`config.mk`:
```
export PLATFORM = sky130hd
export DESIGN_NAME = pixel_to_ppm_text_encoder_top
export DESIGN_NICKNAME = d
export VERILOG_FILES = /design/src/hw/rtl/ppte_pkg.sv /design/src/hw/rtl/ppte_lane.sv /design/src/hw/rtl/ppte_merge.sv /design/src/hw/rtl/ppte_hdr.sv /design/src/hw/rtl/ppte_serial.sv /design/src/hw/rtl/pixel_to_ppm_text_encoder_top.sv
export SDC_FILE = /design/constraint.sdc
export NUM_CORES = 1
export LEC_CHECK = 0
export ABC_AREA = 1
export BUFFER_PORTS_ARGS = -buffer_cell sky130_fd_sc_hd__buf_2
export CORE_MARGIN = 5
export CORE_UTILIZATION = 50
export DETAILED_ROUTE_END_ITERATION = 10
export HOLD_SLACK_MARGIN = 0.03
export PLACE_DENSITY = 0.66
export SLEW_MARGIN = 40
export SYNTH_ARGS = -nofsm -noshare
export SYNTH_HDL_FRONTEND = slang
export SYNTH_HIERARCHICAL = 1
export SYNTH_SLANG_ARGS = --single-unit
```
`constraint.sdc`:
```
create_clock -name clk -period 7.25 [get_ports clk]
set_input_delay 1.0875 -clock clk [delete_from_list [all_inputs] [get_ports clk]]
set_output_delay 1.0875 -clock clk [all_outputs]
set_load 0.03 [all_outputs]
```
`src/hw/rtl/ppte_pkg.sv`:
```
// Shared types, constants and helper functions for the PPM P3 text encoder.
// No dependencies; imported by every module of the block.
`timescale 1ns / 1ps
`default_nettype none

package ppte_pkg;

  localparam int LEVEL_W  = 16;
  localparam int CFG_W    = 12;
  localparam int COUNT_W  = 24;
  localparam int CHAR_W   = 8;
  localparam int HDR_MAX  = 17;
  localparam int BODY_MAX = 12;
  localparam int NUM_LANES = 3;

  localparam logic [1:0] REG_FRAME_WIDTH  = 2'd0;
  localparam logic [1:0] REG_FRAME_HEIGHT = 2'd1;

  localparam logic [CFG_W-1:0] FRAME_WIDTH_RESET  = 12'd640;
  localparam logic [CFG_W-1:0] FRAME_HEIGHT_RESET = 12'd480;

  localparam logic [CHAR_W-1:0] CH_P     = 8'h50;
  localparam logic [CHAR_W-1:0] CH_3     = 8'h33;
  localparam logic [CHAR_W-1:0] CH_2     = 8'h32;
  localparam logic [CHAR_W-1:0] CH_5     = 8'h35;
  localparam logic [CHAR_W-1:0] CH_ZERO  = 8'h30;
  localparam logic [CHAR_W-1:0] CH_SPACE = 8'h20;
  localparam logic [CHAR_W-1:0] CH_LF    = 8'h0a;

  // decimal text of one channel value, first digit in chr[0]
  typedef struct packed {
    logic [1:0]              len;
    logic [2:0][CHAR_W-1:0]  chr;
  } lane_text_t;

  typedef struct packed {
    logic [3:0]                     len;
    logic [BODY_MAX-1:0][CHAR_W-1:0] chr;
  } body_text_t;

  typedef struct packed {
    logic [4:0]                    len;
    logic [HDR_MAX-1:0][CHAR_W-1:0] chr;
  } hdr_text_t;

  // digits of a header number, d[3] is thousands
  typedef struct packed {
    logic [3:0][3:0] d;
  } dec4_t;

  typedef struct packed {
    logic hdr;
    logic last;
  } pixel_job_t;

  typedef struct packed {
    logic en_a;
    logic en_b;
  } pipe_ctrl_t;

  function automatic logic [3:0] digit_of(input logic [CFG_W-1:0] value,
                                          input logic [CFG_W-1:0] weight);
    logic [3:0] d;
    d = 4'd0;
    for (int k = 1; k < 10; k++) begin
      if ({4'd0, value} >= 16'(k) * {4'd0, weight}) d = 4'(k);
    end
    return d;
  endfunction

  function automatic lane_text_t to_text3(input logic [7:0] v);
    lane_text_t t;
    logic [1:0] h;
    logic [7:0] r;
    logic [3:0] te;
    logic [3:0] on;
    if (v >= 8'd200) begin
      h = 2'd2;
      r = v - 8'd200;
    end else if (v >= 8'd100) begin
      h = 2'd1;
      r = v - 8'd100;
    end else begin
      h = 2'd0;
      r = v;
    end
    te = 4'd0;
    for (int k = 1; k < 10; k++) begin
      if (r >= 8'(k * 10)) te = 4'(k);
    end
    on = 4'(r - 8'(te) * 8'd10);
    t.chr = '0;
    if (h != 2'd0) begin
      t.len    = 2'd3;
      t.chr[0] = CH_ZERO + {6'd0, h};
      t.chr[1] = CH_ZERO + {4'd0, te};
      t.chr[2] = CH_ZERO + {4'd0, on};
    end else if (te != 4'd0) begin
      t.len    = 2'd2;
      t.chr[0] = CH_ZERO + {4'd0, te};
      t.chr[1] = CH_ZERO + {4'd0, on};
    end else begin
      t.len    = 2'd1;
      t.chr[0] = CH_ZERO + {4'd0, on};
    end
    return t;
  endfunction

endpackage

`default_nettype wire

```
`src/hw/rtl/ppte_lane.sv`:
```
// One channel lane: scale a fixed-point level to 0..255, then split it into
// decimal characters. Two register stages. Depends on ppte_pkg.
`timescale 1ns / 1ps
`default_nettype none

module ppte_lane import ppte_pkg::*; #(
  parameter int FRAC_BITS = 12
) (
  input  wire logic                      clk,
  input  wire pipe_ctrl_t                ctrl,
  input  wire logic signed [LEVEL_W-1:0] level,
  output lane_text_t                     text_r
);

  localparam int PROD_W = LEVEL_W + 8;

  logic [7:0]        byte_r;
  logic [7:0]        byte_nxt;
  logic [PROD_W-1:0] x;
  logic [PROD_W-1:0] sum;
  logic [PROD_W-1:0] scaled;

  always_comb begin
    x      = {{(PROD_W-LEVEL_W+1){1'b0}}, level[LEVEL_W-2:0]};
    sum    = (x << 8) - x + (PROD_W'(1) << (FRAC_BITS - 1));
    scaled = sum >> FRAC_BITS;
    if (level[LEVEL_W-1]) begin
      byte_nxt = 8'd0;
    end else if (|scaled[PROD_W-1:8]) begin
      byte_nxt = 8'd255;
    end else begin
      byte_nxt = scaled[7:0];
    end
  end

  always_ff @(posedge clk) begin
    if (ctrl.en_a) byte_r <= byte_nxt;
    if (ctrl.en_b) text_r <= to_text3(byte_r);
  end

endmodule

`default_nettype wire

```
`src/hw/rtl/ppte_merge.sv`:
```
// Merge stage: join the three lane texts into one pixel line with spaces and
// a closing newline. Depends on ppte_pkg.
`timescale 1ns / 1ps
`default_nettype none

module ppte_merge import ppte_pkg::*; (
  input  wire logic       clk,
  input  wire logic       en,
  input  wire lane_text_t lanes [NUM_LANES],
  output body_text_t      body_r
);

  body_text_t body_nxt;

  always_comb begin
    logic [3:0] ptr;
    ptr = 4'd0;
    body_nxt.chr = '0;
    for (int c = 0; c < NUM_LANES; c++) begin
      for (int k = 0; k < 3; k++) begin
        if (2'(k) < lanes[c].len) body_nxt.chr[ptr + 4'(k)] = lanes[c].chr[k];
      end
      body_nxt.chr[ptr + {2'd0, lanes[c].len}] = (c == NUM_LANES - 1) ? CH_LF : CH_SPACE;
      ptr = ptr + {2'd0, lanes[c].len} + 4'd1;
    end
    body_nxt.len = ptr;
  end

  always_ff @(posedge clk) begin
    if (en) body_r <= body_nxt;
  end

endmodule

`default_nettype wire

```
`src/hw/rtl/ppte_hdr.sv`:
```
// Header text builder: converts width and height to decimal over three
// stages and assembles the P3 header line set. Depends on ppte_pkg.
`timescale 1ns / 1ps
`default_nettype none

module ppte_hdr import ppte_pkg::*; (
  input  wire logic             clk,
  input  wire logic [CFG_W-1:0] frame_width,
  input  wire logic [CFG_W-1:0] frame_height,
  output hdr_text_t             hdr_r
);

  logic [CFG_W-1:0] num [2];
  logic [CFG_W-1:0] rem1_r [2];
  logic [CFG_W-1:0] rem2_r [2];
  dec4_t            s1_r [2];
  dec4_t            s2_r [2];
  dec4_t            s3_r [2];
  hdr_text_t        hdr_nxt;

  assign num[0] = frame_width;
  assign num[1] = frame_height;

  always_ff @(posedge clk) begin
    for (int n = 0; n < 2; n++) begin
      s1_r[n]   <= {digit_of(num[n], 12'd1000), 12'd0};
      rem1_r[n] <= num[n] - 12'(digit_of(num[n], 12'd1000) * 12'd1000);
      s2_r[n]   <= {s1_r[n].d[3], digit_of(rem1_r[n], 12'd100), 8'd0};
      rem2_r[n] <= rem1_r[n] - 12'(digit_of(rem1_r[n], 12'd100) * 12'd100);
      s3_r[n]   <= {s2_r[n].d[3], s2_r[n].d[2], digit_of(rem2_r[n], 12'd10),
                    4'(rem2_r[n] - 12'(digit_of(rem2_r[n], 12'd10) * 12'd10))};
    end
    hdr_r <= hdr_nxt;
  end

  always_comb begin
    logic [4:0] ptr;
    logic [2:0] len;
    hdr_nxt.chr    = '0;
    hdr_nxt.chr[0] = CH_P;
    hdr_nxt.chr[1] = CH_3;
    hdr_nxt.chr[2] = CH_LF;
    ptr = 5'd3;
    for (int n = 0; n < 2; n++) begin
      if (s3_r[n].d[3] != 4'd0) begin
        len = 3'd4;
      end else if (s3_r[n].d[2] != 4'd0) begin
        len = 3'd3;
      end else if (s3_r[n].d[1] != 4'd0) begin
        len = 3'd2;
      end else begin
        len = 3'd1;
      end
      for (int k = 0; k < 4; k++) begin
        if (3'(k) < len) begin
          hdr_nxt.chr[ptr + 5'(k)] = CH_ZERO + {4'd0, s3_r[n].d[2'(len - 3'd1 - 3'(k))]};
        end
      end
      hdr_nxt.chr[ptr + {2'd0, len}] = (n == 0) ? CH_SPACE : CH_LF;
      ptr = ptr + {2'd0, len} + 5'd1;
    end
    hdr_nxt.chr[ptr]        = CH_2;
    hdr_nxt.chr[ptr + 5'd1] = CH_5;
    hdr_nxt.chr[ptr + 5'd2] = CH_5;
    hdr_nxt.chr[ptr + 5'd3] = CH_LF;
    hdr_nxt.len = ptr + 5'd4;
  end

endmodule

`default_nettype wire

```
`src/hw/rtl/ppte_serial.sv`:
```
// Output serializer: holds one pixel's text (optionally preceded by the
// header) and sends it one character per transaction. Depends on ppte_pkg.
`timescale 1ns / 1ps
`default_nettype none

module ppte_serial import ppte_pkg::*; (
  input  wire logic              clk,
  input  wire logic              rst_n,
  input  wire logic              load_valid,
  input  wire pixel_job_t        load_job,
  input  wire hdr_text_t         load_hdr,
  input  wire body_text_t        load_body,
  output logic                   load_ready,
  output logic                   out_valid,
  input  wire logic              out_ready,
  output logic [CHAR_W-1:0]      out_char_code,
  output logic                   out_last_of_pixel,
  output logic                   out_last_of_frame
);

  logic       busy_r;
  logic       busy_nxt;
  logic [4:0] idx_r;
  logic [4:0] idx_nxt;
  logic [4:0] hlen_r;
  logic [4:0] tlen_r;
  logic       last_r;
  hdr_text_t  hdr_r;
  body_text_t body_r;
  logic       final_char;
  logic       take;
  logic       load;
  logic [4:0] bidx;

  assign final_char = (idx_r == tlen_r - 5'd1);
  assign take       = busy_r && out_ready;
  assign load_ready = !busy_r || (out_ready && final_char);
  assign load       = load_valid && load_ready;
  assign bidx       = idx_r - hlen_r;

  assign out_valid         = busy_r;
  assign out_char_code     = (idx_r < hlen_r) ? hdr_r.chr[idx_r] : body_r.chr[bidx[3:0]];
  assign out_last_of_pixel = final_char;
  assign out_last_of_frame = final_char && last_r;

  always_comb begin
    busy_nxt = busy_r;
    idx_nxt  = idx_r;
    if (load) begin
      busy_nxt = 1'b1;
      idx_nxt  = 5'd0;
    end else if (take) begin
      if (final_char) begin
        busy_nxt = 1'b0;
      end else begin
        idx_nxt = idx_r + 5'd1;
      end
    end
  end

  always_ff @(posedge clk) begin
    if (!rst_n) begin
      busy_r <= 1'b0;
      idx_r  <= 5'd0;
    end else begin
      busy_r <= busy_nxt;
      idx_r  <= idx_nxt;
    end
    if (load) begin
      hdr_r  <= load_hdr;
      body_r <= load_body;
      last_r <= load_job.last;
      hlen_r <= load_job.hdr ? load_hdr.len : 5'd0;
      tlen_r <= (load_job.hdr ? load_hdr.len : 5'd0) + {1'b0, load_body.len};
    end
  end

endmodule

`default_nettype wire

```
`src/hw/rtl/pixel_to_ppm_text_encoder_top.sv`:
```
// Top level of the PPM P3 text encoder: configuration registers, pixel
// counter, three channel lanes, merge stage and serializer. Uses ppte_pkg.
`timescale 1ns / 1ps
`default_nettype none

// Each accepted pixel yields its P3 text as one 8-bit character per output
// transaction: 6 to 12 characters for the three values, spaces and newline,
// plus 11 to 17 header characters on the first pixel of a frame. The output
// serializer sends one character per cycle while out_ready is high, and the
// lanes and merge stage take the next pixel meanwhile. The first character
// appears once the pixel has passed the lane byte and text registers, the
// merge register and the serializer load. Width and height take effect for
// the frame length at once and reach the header text through the three
// conversion stages and the header register; the input holds off after a
// write and after reset, so the next pixel's header already carries them.
module pixel_to_ppm_text_encoder_top import ppte_pkg::*; #(
  parameter int CHANNEL_FRAC_BITS = 12
) (
  input  wire logic                      clk,
  input  wire logic                      rst_n,
  input  wire logic                      cfg_we,
  input  wire logic [1:0]                cfg_index,
  input  wire logic [CFG_W-1:0]          cfg_wdata,
  input  wire logic                      in_valid,
  output logic                           in_ready,
  input  wire logic signed [LEVEL_W-1:0] in_red_level,
  input  wire logic signed [LEVEL_W-1:0] in_green_level,
  input  wire logic signed [LEVEL_W-1:0] in_blue_level,
  output logic                           out_valid,
  input  wire logic                      out_ready,
  output logic [CHAR_W-1:0]              out_char_code,
  output logic                           out_last_of_pixel,
  output logic                           out_last_of_frame
);

  logic [CFG_W-1:0]   width_r;
  logic [CFG_W-1:0]   height_r;
  logic [COUNT_W-1:0] count_r;
  logic [COUNT_W-1:0] count_nxt;
  logic [COUNT_W-1:0] total;
  logic               last;
  logic               in_accept;
  logic               cfg_hold_r;

  logic       va_r, vb_r, vc_r;
  logic       va_nxt, vb_nxt, vc_nxt;
  pixel_job_t job_a_r, job_b_r, job_c_r;
  pixel_job_t job_in;
  pipe_ctrl_t ctrl;
  logic       en_c;
  logic       ser_ready;

  logic signed [LEVEL_W-1:0] levels [NUM_LANES];
  lane_text_t                lane_text [NUM_LANES];
  body_text_t                body;
  hdr_text_t                 hdr;

  assign levels[0] = in_red_level;
  assign levels[1] = in_green_level;
  assign levels[2] = in_blue_level;

  assign en_c      = !vc_r || ser_ready;
  assign ctrl.en_b = !vb_r || en_c;
  assign ctrl.en_a = !va_r || ctrl.en_b;
  assign in_ready  = ctrl.en_a && !cfg_hold_r;
  assign in_accept = in_valid && in_ready;

  assign total      = COUNT_W'(width_r) * COUNT_W'(height_r);
  assign last       = ({1'b0, count_r} + 25'd1) >= {1'b0, total};
  assign job_in.hdr  = (count_r == '0);
  assign job_in.last = last;

  always_comb begin
    count_nxt = count_r;
    if (in_accept) count_nxt = last ? '0 : count_r + COUNT_W'(1);
    va_nxt = ctrl.en_a ? in_accept : va_r;
    vb_nxt = ctrl.en_b ? va_r : vb_r;
    vc_nxt = en_c ? vb_r : vc_r;
  end

  always_ff @(posedge clk) begin
    if (!rst_n) begin
      width_r    <= FRAME_WIDTH_RESET;
      height_r   <= FRAME_HEIGHT_RESET;
      count_r    <= '0;
      va_r       <= 1'b0;
      vb_r       <= 1'b0;
      vc_r       <= 1'b0;
      cfg_hold_r <= 1'b1;
    end else begin
      if (cfg_we) begin
        unique case (cfg_index)
          REG_FRAME_WIDTH:  width_r  <= cfg_wdata;
          REG_FRAME_HEIGHT: height_r <= cfg_wdata;
          default: ;
        endcase
      end
      count_r    <= count_nxt;
      va_r       <= va_nxt;
      vb_r       <= vb_nxt;
      vc_r       <= vc_nxt;
      cfg_hold_r <= cfg_we;
    end
    if (ctrl.en_a) job_a_r <= job_in;
    if (ctrl.en_b) job_b_r <= job_a_r;
    if (en_c)      job_c_r <= job_b_r;
  end

  for (genvar g = 0; g < NUM_LANES; g++) begin : g_lane
    ppte_lane #(
      .FRAC_BITS (CHANNEL_FRAC_BITS)
    ) u_lane (
      .clk    (clk),
      .ctrl   (ctrl),
      .level  (levels[g]),
      .text_r (lane_text[g])
    );
  end

  ppte_merge u_merge (
    .clk    (clk),
    .en     (en_c),
    .lanes  (lane_text),
    .body_r (body)
  );

  ppte_hdr u_hdr (
    .clk          (clk),
    .frame_width  (width_r),
    .frame_height (height_r),
    .hdr_r        (hdr)
  );

  ppte_serial u_serial (
    .clk               (clk),
    .rst_n             (rst_n),
    .load_valid        (vc_r),
    .load_job          (job_c_r),
    .load_hdr          (hdr),
    .load_body         (body),
    .load_ready        (ser_ready),
    .out_valid         (out_valid),
    .out_ready         (out_ready),
    .out_char_code     (out_char_code),
    .out_last_of_pixel (out_last_of_pixel),
    .out_last_of_frame (out_last_of_frame)
  );

endmodule

`default_nettype wire
```
==> results of run 1 <==
[power by group through the flow]
stage	Combinational [mW]	Sequential, mW	Clock (mW)
after floorplan	6.40	5.47	0
final	8.83	5.61	3.88
after global placement	8.51	5.67	0
after detailed placement	8.59	5.69	0
after CTS	8.64	5.61	3.97
after global routing	9.84	5.69	4.14
[through the flow]
| stage | cells | worst slack, ns | utilization, % | hold slack [ns] |
|---|---|---|---|---|
| 2_1_floorplan | 6874 | 0.5172 | - | 0.3096 |
| 3_3_place_gp | 8039 | 0.6722 | 51.25 | 0.3100 |
| 6_report | 8173 | 0.5562 | 53.87 | 0.3150 |
| 3_5_place_dp | 8039 | 0.6201 | 51.27 | 0.3121 |
| 4_1_cts | 8172 | 0.5879 | 53.83 | 0.3133 |
| 5_1_grt | 8173 | 0.01792 | 53.87 | 0.3269 |
[critical path: stages, from the launching register on]
cell	delay (ns)
dfxtp_1	0.82
nand2_1	0.18
fa_1	0.57
inv_1	0.05
fa_1	0.46
fa_1	0.51
fa_1	0.54
inv_1	0.05
fa_1	0.53
inv_1	0.04
ha_1	0.34
nand2_1	0.10
nor2_1	0.14
nand2_1	0.07
o21ai_0	0.38
a21oi_1	0.14
xor2_1	0.17
ha_1	0.29
nand2_1	0.06
nor2_1	0.13
and3b_1	0.24
nand4_4	0.38
nand3_1	0.22
a21oi_1	0.08
[per-layer routing]
layer,vias to the layer above,global-route usage (%),wire length [um]
li1,21820,-,-
met1,20140,37.28,63950
met2,1644,40.58,62200
met3,285,3.526,10110
met4,0,7.394,4227
met5,-,0,0
[path summary, 6_finish.rpt]
path / slack [ns] / to / depth (start not counted) / startpoint
max: 0.56 / count_r[4] / 23 / width_r[6]
min: 0.31 / u_hdr/s3_r[0][9] / 0 / u_hdr/s2_r[0][1]
max reg2reg: 0.56 / count_r[4] / 23 / width_r[6]
min reg2reg: 0.31 / u_hdr/s3_r[0][9] / 0 / u_hdr/s2_r[0][1]
[cell type report]
| type | count | area (um2) |
|---|---|---|
| Fill cell | 9673 | 46000 |
| Multi-Input combinational cell | 4898 | 27100 |
| Sequential cell | 679 | 17780 |
| Inverter | 1054 | 3970 |
| Clock buffer | 97 | 2063 |
| Tap cell | 1298 | 1624 |
| Timing Repair Buffer | 111 | 678.2 |
| Clock inverter | 36 | 491.7 |
[cells by family after synthesis]
| kind of cell | count (synthesis) |
|---|---|
| compound gates | 829 |
| xor+xnor | 138 |
| fa+ha+maj | 403 |
| buf+inv | 1297 |
| flops | 679 |
| other cells | 8 |
| simple gates | 3468 |
[registers in the layout, indices dropped and copies added (netlist names), 30 cells and up]
name,flops
u_hdr/s3_r,30
u_serial/hdr_r,136
u_serial/body_r,96
g_lane.u_lane/text_r,45
u_merge/body_r,100
u_hdr/hdr_r,105
[layout by cell type, fill, tap and decap left out, types with 9 or more instances in the layout]
| cell | n |
|---|---|
| ha_1 | 284 |
| nor2_4 | 20 |
| xnor2_1 | 50 |
| inv_1 | 976 |
| o211ai_1 | 35 |
| nand3_2 | 16 |
| nor2_2 | 41 |
| nand4_1 | 109 |
| nor3_1 | 30 |
| clkinv_2 | 10 |
| buf_2 | 78 |
| dfxtp_1 | 260 |
| nor4_1 | 9 |
| edfxtp_1 | 418 |
| a31oi_1 | 9 |
| o21ai_1 | 94 |
| nand3_1 | 571 |
| nand2_1 | 1881 |
| nand2_4 | 29 |
| o22ai_1 | 32 |
| a21oi_1 | 258 |
| inv_2 | 67 |
| o21ai_0 | 336 |
| nor2_1 | 638 |
| nand3b_1 | 21 |
| fa_1 | 118 |
| xor2_1 | 84 |
| conb_1 | 60 |
| clkinv_1 | 11 |
| clkbuf_1 | 15 |
| nand2_2 | 71 |
| clkbuf_16 | 78 |
| buf_4 | 29 |
==> flow_summary.json, run 1 <==
{
  "ys_ff_latch": 679,
  "grt_max_degree": 129,
  "finalCritPeriodShare_pct": 92.33,
  "cts_setup_buffers": 0,
  "die_w_um": 326.3,
  "syn_area_per_cell_um2": 7.332,
  "start_util_pct": 50.17,
  "num_io_pins": 79,
  "synthTopCellsByArea": "edfxtp_1 (25%), nand2_1 (14%), dfxtp_1 (10%)",
  "track_usage_pct": 25.74,
  "ys.flop_type": "edfxtp_1",
  "yosysSeqAreaShare_pct": 35.54,
  "ant_nets": 0,
  "postCtsHoldBufs": 0,
  "cts_made_buffers": 74,
  "ys_types": 67,
  "clk_latency_ns": 0.67,
  "place_area_um2": 51120,
  "tns_ns": 0,
  "worstPathRequired_ns": 7.75,
  "die_area_um2": 106500,
  "rsz0062_at_grt": "false",
  "p_seq_share_pct": 30.6,
  "grt_pass1_wl_um": 221800,
  "arrival_ns": 7.19,
  "cp-end-kind": "flop",
  "synth_cells": 6822,
  "overflow": 0,
  "avgRoutedWirePerCell_um": 17.19,
  "n_antenna_cell": 0,
  "num_rows": 116,
  "power.internal_mw": 10.18,
  "fin_skew_ns": 0.04656,
  "powerDensity_nw_per_um2": 341.1,
  "clockPowerShare_pct": 21.2,
  "synth.most_common_cell": "nand2_1",
  "async_flop_share_pct": 0,
  "area_growth_syn_to_layout_pct": 7.374,
  "cts_sinks": 679,
  "clkTransAtPathRegs_ns": 0.06,
  "core_area_um2": 99710,
  "ys_top_cells_by_count": "nand2_1 (1882), inv_1 (977), nor2_1 (640)",
  "place_congestion": 0.9968,
  "drtIter0Drc": 4313,
  "cts_tree": "yes",
  "hold_class": "reg2reg",
  "nNetsFinal": 7288,
  "switching_share_pct": 44.44,
  "synthSimpleGateAreaFrac_pct": 30.32,
  "clock.fmax_mhz": 149.4,
  "worst_slew_pin_slew_ns": 0.8742,
  "worstSetupPathType": "reg2reg",
  "viasPerCell": 5.370,
  "p_leak_nw": 26.63,
  "maxCapViolCount": 0,
  "synth_edf_count": 418,
  "total_power_mw": 18.32,
  "dieHeight_um": 326.3,
  "slew_viol_final": 0,
  "cts_resized": 0,
  "hold_viol": 0,
  "max-slew-margin-rel_pct": 41.50,
  "p_comb_share_pct": 48.2,
  "drc_errors": 0,
  "finish.instance_area_um2": 53710,
  "synth_compound_area_share_pct": 9.010,
  "htreeDepth": 3,
  "clockBufferDepth": 3,
  "finalWirelength_um": 140500,
  "max-vdd-ir-drop_mv": 0.2188,
  "p_sw_mw": 8.141,
  "synthMuxAreaShare_pct": 0,
  "antenna_found_initial": 0,
  "grt_pass1_vias": 40360,
  "status": "completed",
  "drive_gt1_share_pct": 7.593,
  "synthAdderAreaFrac_pct": 11.87,
  "synth_xor_area_share_pct": 2.499,
  "vias": 43890,
  "yosys_warnings": 6,
  "period_minus_slack_ns": 6.694,
  "drtPass1Iterations": 8,
  "root_buffer": "clkbuf_16",
  "start_kind": "flop",
  "setup_viol": 0,
  "yosysTopAreaCellShare_pct": 25.09,
  "dp_hpwl_um": 108100,
  "crit_fanout": 25,
  "yosysTopAreaCell": "edfxtp_1",
  "syn_area_um2": 50020,
  "synth_top_family_by_area": "simple AND/OR/NAND/NOR gates",
  "io_buffers": 78
}
(Power assumes the default switching activity.)
==> run 2: changes to the inputs <==
- GPL_TIMING_DRIVEN: unset -> 0
==> run 2 against run 1 <==
  * Clock power up 8.8%
  * Sequential share of layout area down 0.91 points
  * Count of clock-buffer cells in the layout up 2
  * Hold slack better by 0.0090 ns
  * Fmax down 1.5%
  * Critical path depth up 3
  * Clock skew down 0.0061 ns
  * Utilization up 1.5 points
  * Flip-flop and latch count unchanged
  * Via count up 1.2%
  * Sequential power about the same
  * Combinational power up 3.7%
  * Critical endpoint is now job_a_r[0]
==> flow_summary.json, run 2 (synthesized netlist as in run 1, its figures left out) <==
{
  "drc_errors": 0,
  "hold_class": "reg2reg",
  "drive_gt1_share_pct": 9.593,
  "die_area_um2": 106500,
  "finalCritPeriodShare_pct": 93.74,
  "drtIter0Drc": 4231,
  "clock.fmax_mhz": 147.1,
  "p_leak_nw": 27.52,
  "core_area_um2": 99710,
  "finish.instance_area_um2": 55250,
  "critPathBufInv": 5,
  "maxCapViolCount": 0,
  "top_regs": "u_serial/hdr_r (136), u_hdr/hdr_r (105), u_merge/body_r (100)",
  "io_buffers": 78,
  "grt_pass1_vias": 41790,
  "arrival_ns": 7.21,
  "cts_setup_buffers": 0,
  "start_util_pct": 50.17,
  "fin_skew_ns": 0.04045,
  "final_cell_mix": "nand2_1 (1881), inv_1 (975), nor2_1 (638), nand3_1 (571), edfxtp_1 (418)",
  "total_power_mw": 18.96,
  "multi_input_area_um2": 27110,
  "vias": 44400,
  "avgRoutedWirePerCell_um": 17.71,
  "register_area_um2": 17780,
  "whs_ns": 0.3240,
  "cts_made_buffers": 76,
  "fill_cells": 9550,
  "final_common_cell": "nand2_1",
  "setup_viol": 0,
  "max-vdd-ir-drop_mv": 0.2756,
  "num_rows": 116,
  "start_kind": "flop",
  "critPathMostFrequentCell": "fa_1",
  "root_buffer": "clkbuf_16",
  "status": "completed",
  "regMostFlops": "u_serial/hdr_r",
  "worstSetupPathType": "reg2reg",
  "nNetsFinal": 7506,
  "cts_sinks": 679,
  "overflow": 0,
  "place_area_um2": 52400,
  "ant_nets": 0,
  "place_congestion": 1.026,
  "slew_viol_final": 0,
  "clockBufferDepth": 3,
  "htreeDepth": 3,
  "rsz0062_at_grt": "false",
  "num_io_pins": 79,
  "postCtsHoldBufs": 0,
  "drtPass1Iterations": 7,
  "crit_fanout": 10,
  "clk_latency_ns": 0.67,
  "crit_family": "adder cells",
  "viasPerCell": 5.288,
  "dp_cells": 8256,
  "hold_viol": 0,
  "grt_pass1_wl_um": 234300,
  "cts_tree": "yes",
  "finalNonFillerCells": 8397,
  "max-slew-margin-rel_pct": 40.04,
  "antenna_found_initial": 2,
  "worstPathRequired_ns": 7.66,
  "track_usage_pct": 27.47,
  "period_minus_slack_ns": 6.796,
  "critPathSlowestCell": "dfxtp_1",
  "n_antenna_cell": 0,
  "die_w_um": 326.3,
  "critPathMaxStageDelay_ns": 0.59,
  "dp_hpwl_um": 118700,
  "dieHeight_um": 326.3,
  "cp-end-kind": "flop",
  "finalWirelength_um": 148700,
  "finish.utilization_pct": 55.41,
  "area_growth_syn_to_layout_pct": 10.46,
  "largest_reg_flops": 136,
  "clkTransAtPathRegs_ns": 0.06,
  "worst_slew_pin_slew_ns": 0.8995,
  "grt_max_degree": 85,
  "powerDensity_nw_per_um2": 343.1
}
-- run 2: worst register-to-register path, delay by kind of cell, from the launching register on --
kind / cells / cell delay (ns)
XOR/XNOR: 1 / 0.22
adder cells (fa/ha/maj): 7 / 3.18
flip-flops: 1 / 0.59
AND/OR/NAND/NOR: 7 / 0.85
buffers and inverters: 5 / 0.68
AO/OA/AOI/OAI: 6 / 1.04
-- run 2: final timing paths --
path	from	endpoint	slack [ns]	cells after the start
worst max-delay path	height_r[4]	job_a_r[0]	0.45	26
worst min-delay path	u_hdr/s2_r[0][8]	u_hdr/s3_r[0][24]	0.32	0
worst max register to register	height_r[4]	job_a_r[0]	0.45	26
worst min register to register	u_hdr/s2_r[0][8]	u_hdr/s3_r[0][24]	0.32	0
-- run 2: metrics by stage --
stage / setup TNS [ns] / setup WS [ns]
after floorplan: 0 / 0.5172
after global placement: -66.65 / -2.269
after detailed placement: -0.001365 / -0.001365
after CTS: 0 / 0.02278
after global routing: 0 / 0.02989
final: 0 / 0.4541
-- run 2: power breakdown --
part / switching [mW] / leakage, nW / internal, mW
clock network: 1.63 / 1.38 / 2.59
registers: 0.397 / 6.34 / 5.18
logic: 6.34 / 19.8 / 2.82
total: 8.37 / 27.5 / 10.6
-- run 2: final cells by class --
cell class	instances	share of cell area [%]
inverters	1054	7.185
flip-flops and latches	679	32.19
clock buffers	99	3.954
clock inverters	42	1.130
plain buffers	243	2.566
multi-input cells	4898	49.06
repair buffers	84	0.9783
well taps	1298	2.939
-- run 2: timing repair --
action	in CTS	in global routing
endpoints found under the setup margin	0	25
endpoints found under the hold margin	0	0
resized for setup	0	43
-- run 2: per-layer routing --
metal  GRT usage [%]  vias up  share of wire (%)
li1                -    22280                  -
met1           39.10    20330                 46
met2           43.15     1479                 44
met3           3.544      314                6.2
met4           10.23        0                4.0
met5               0        -                  0
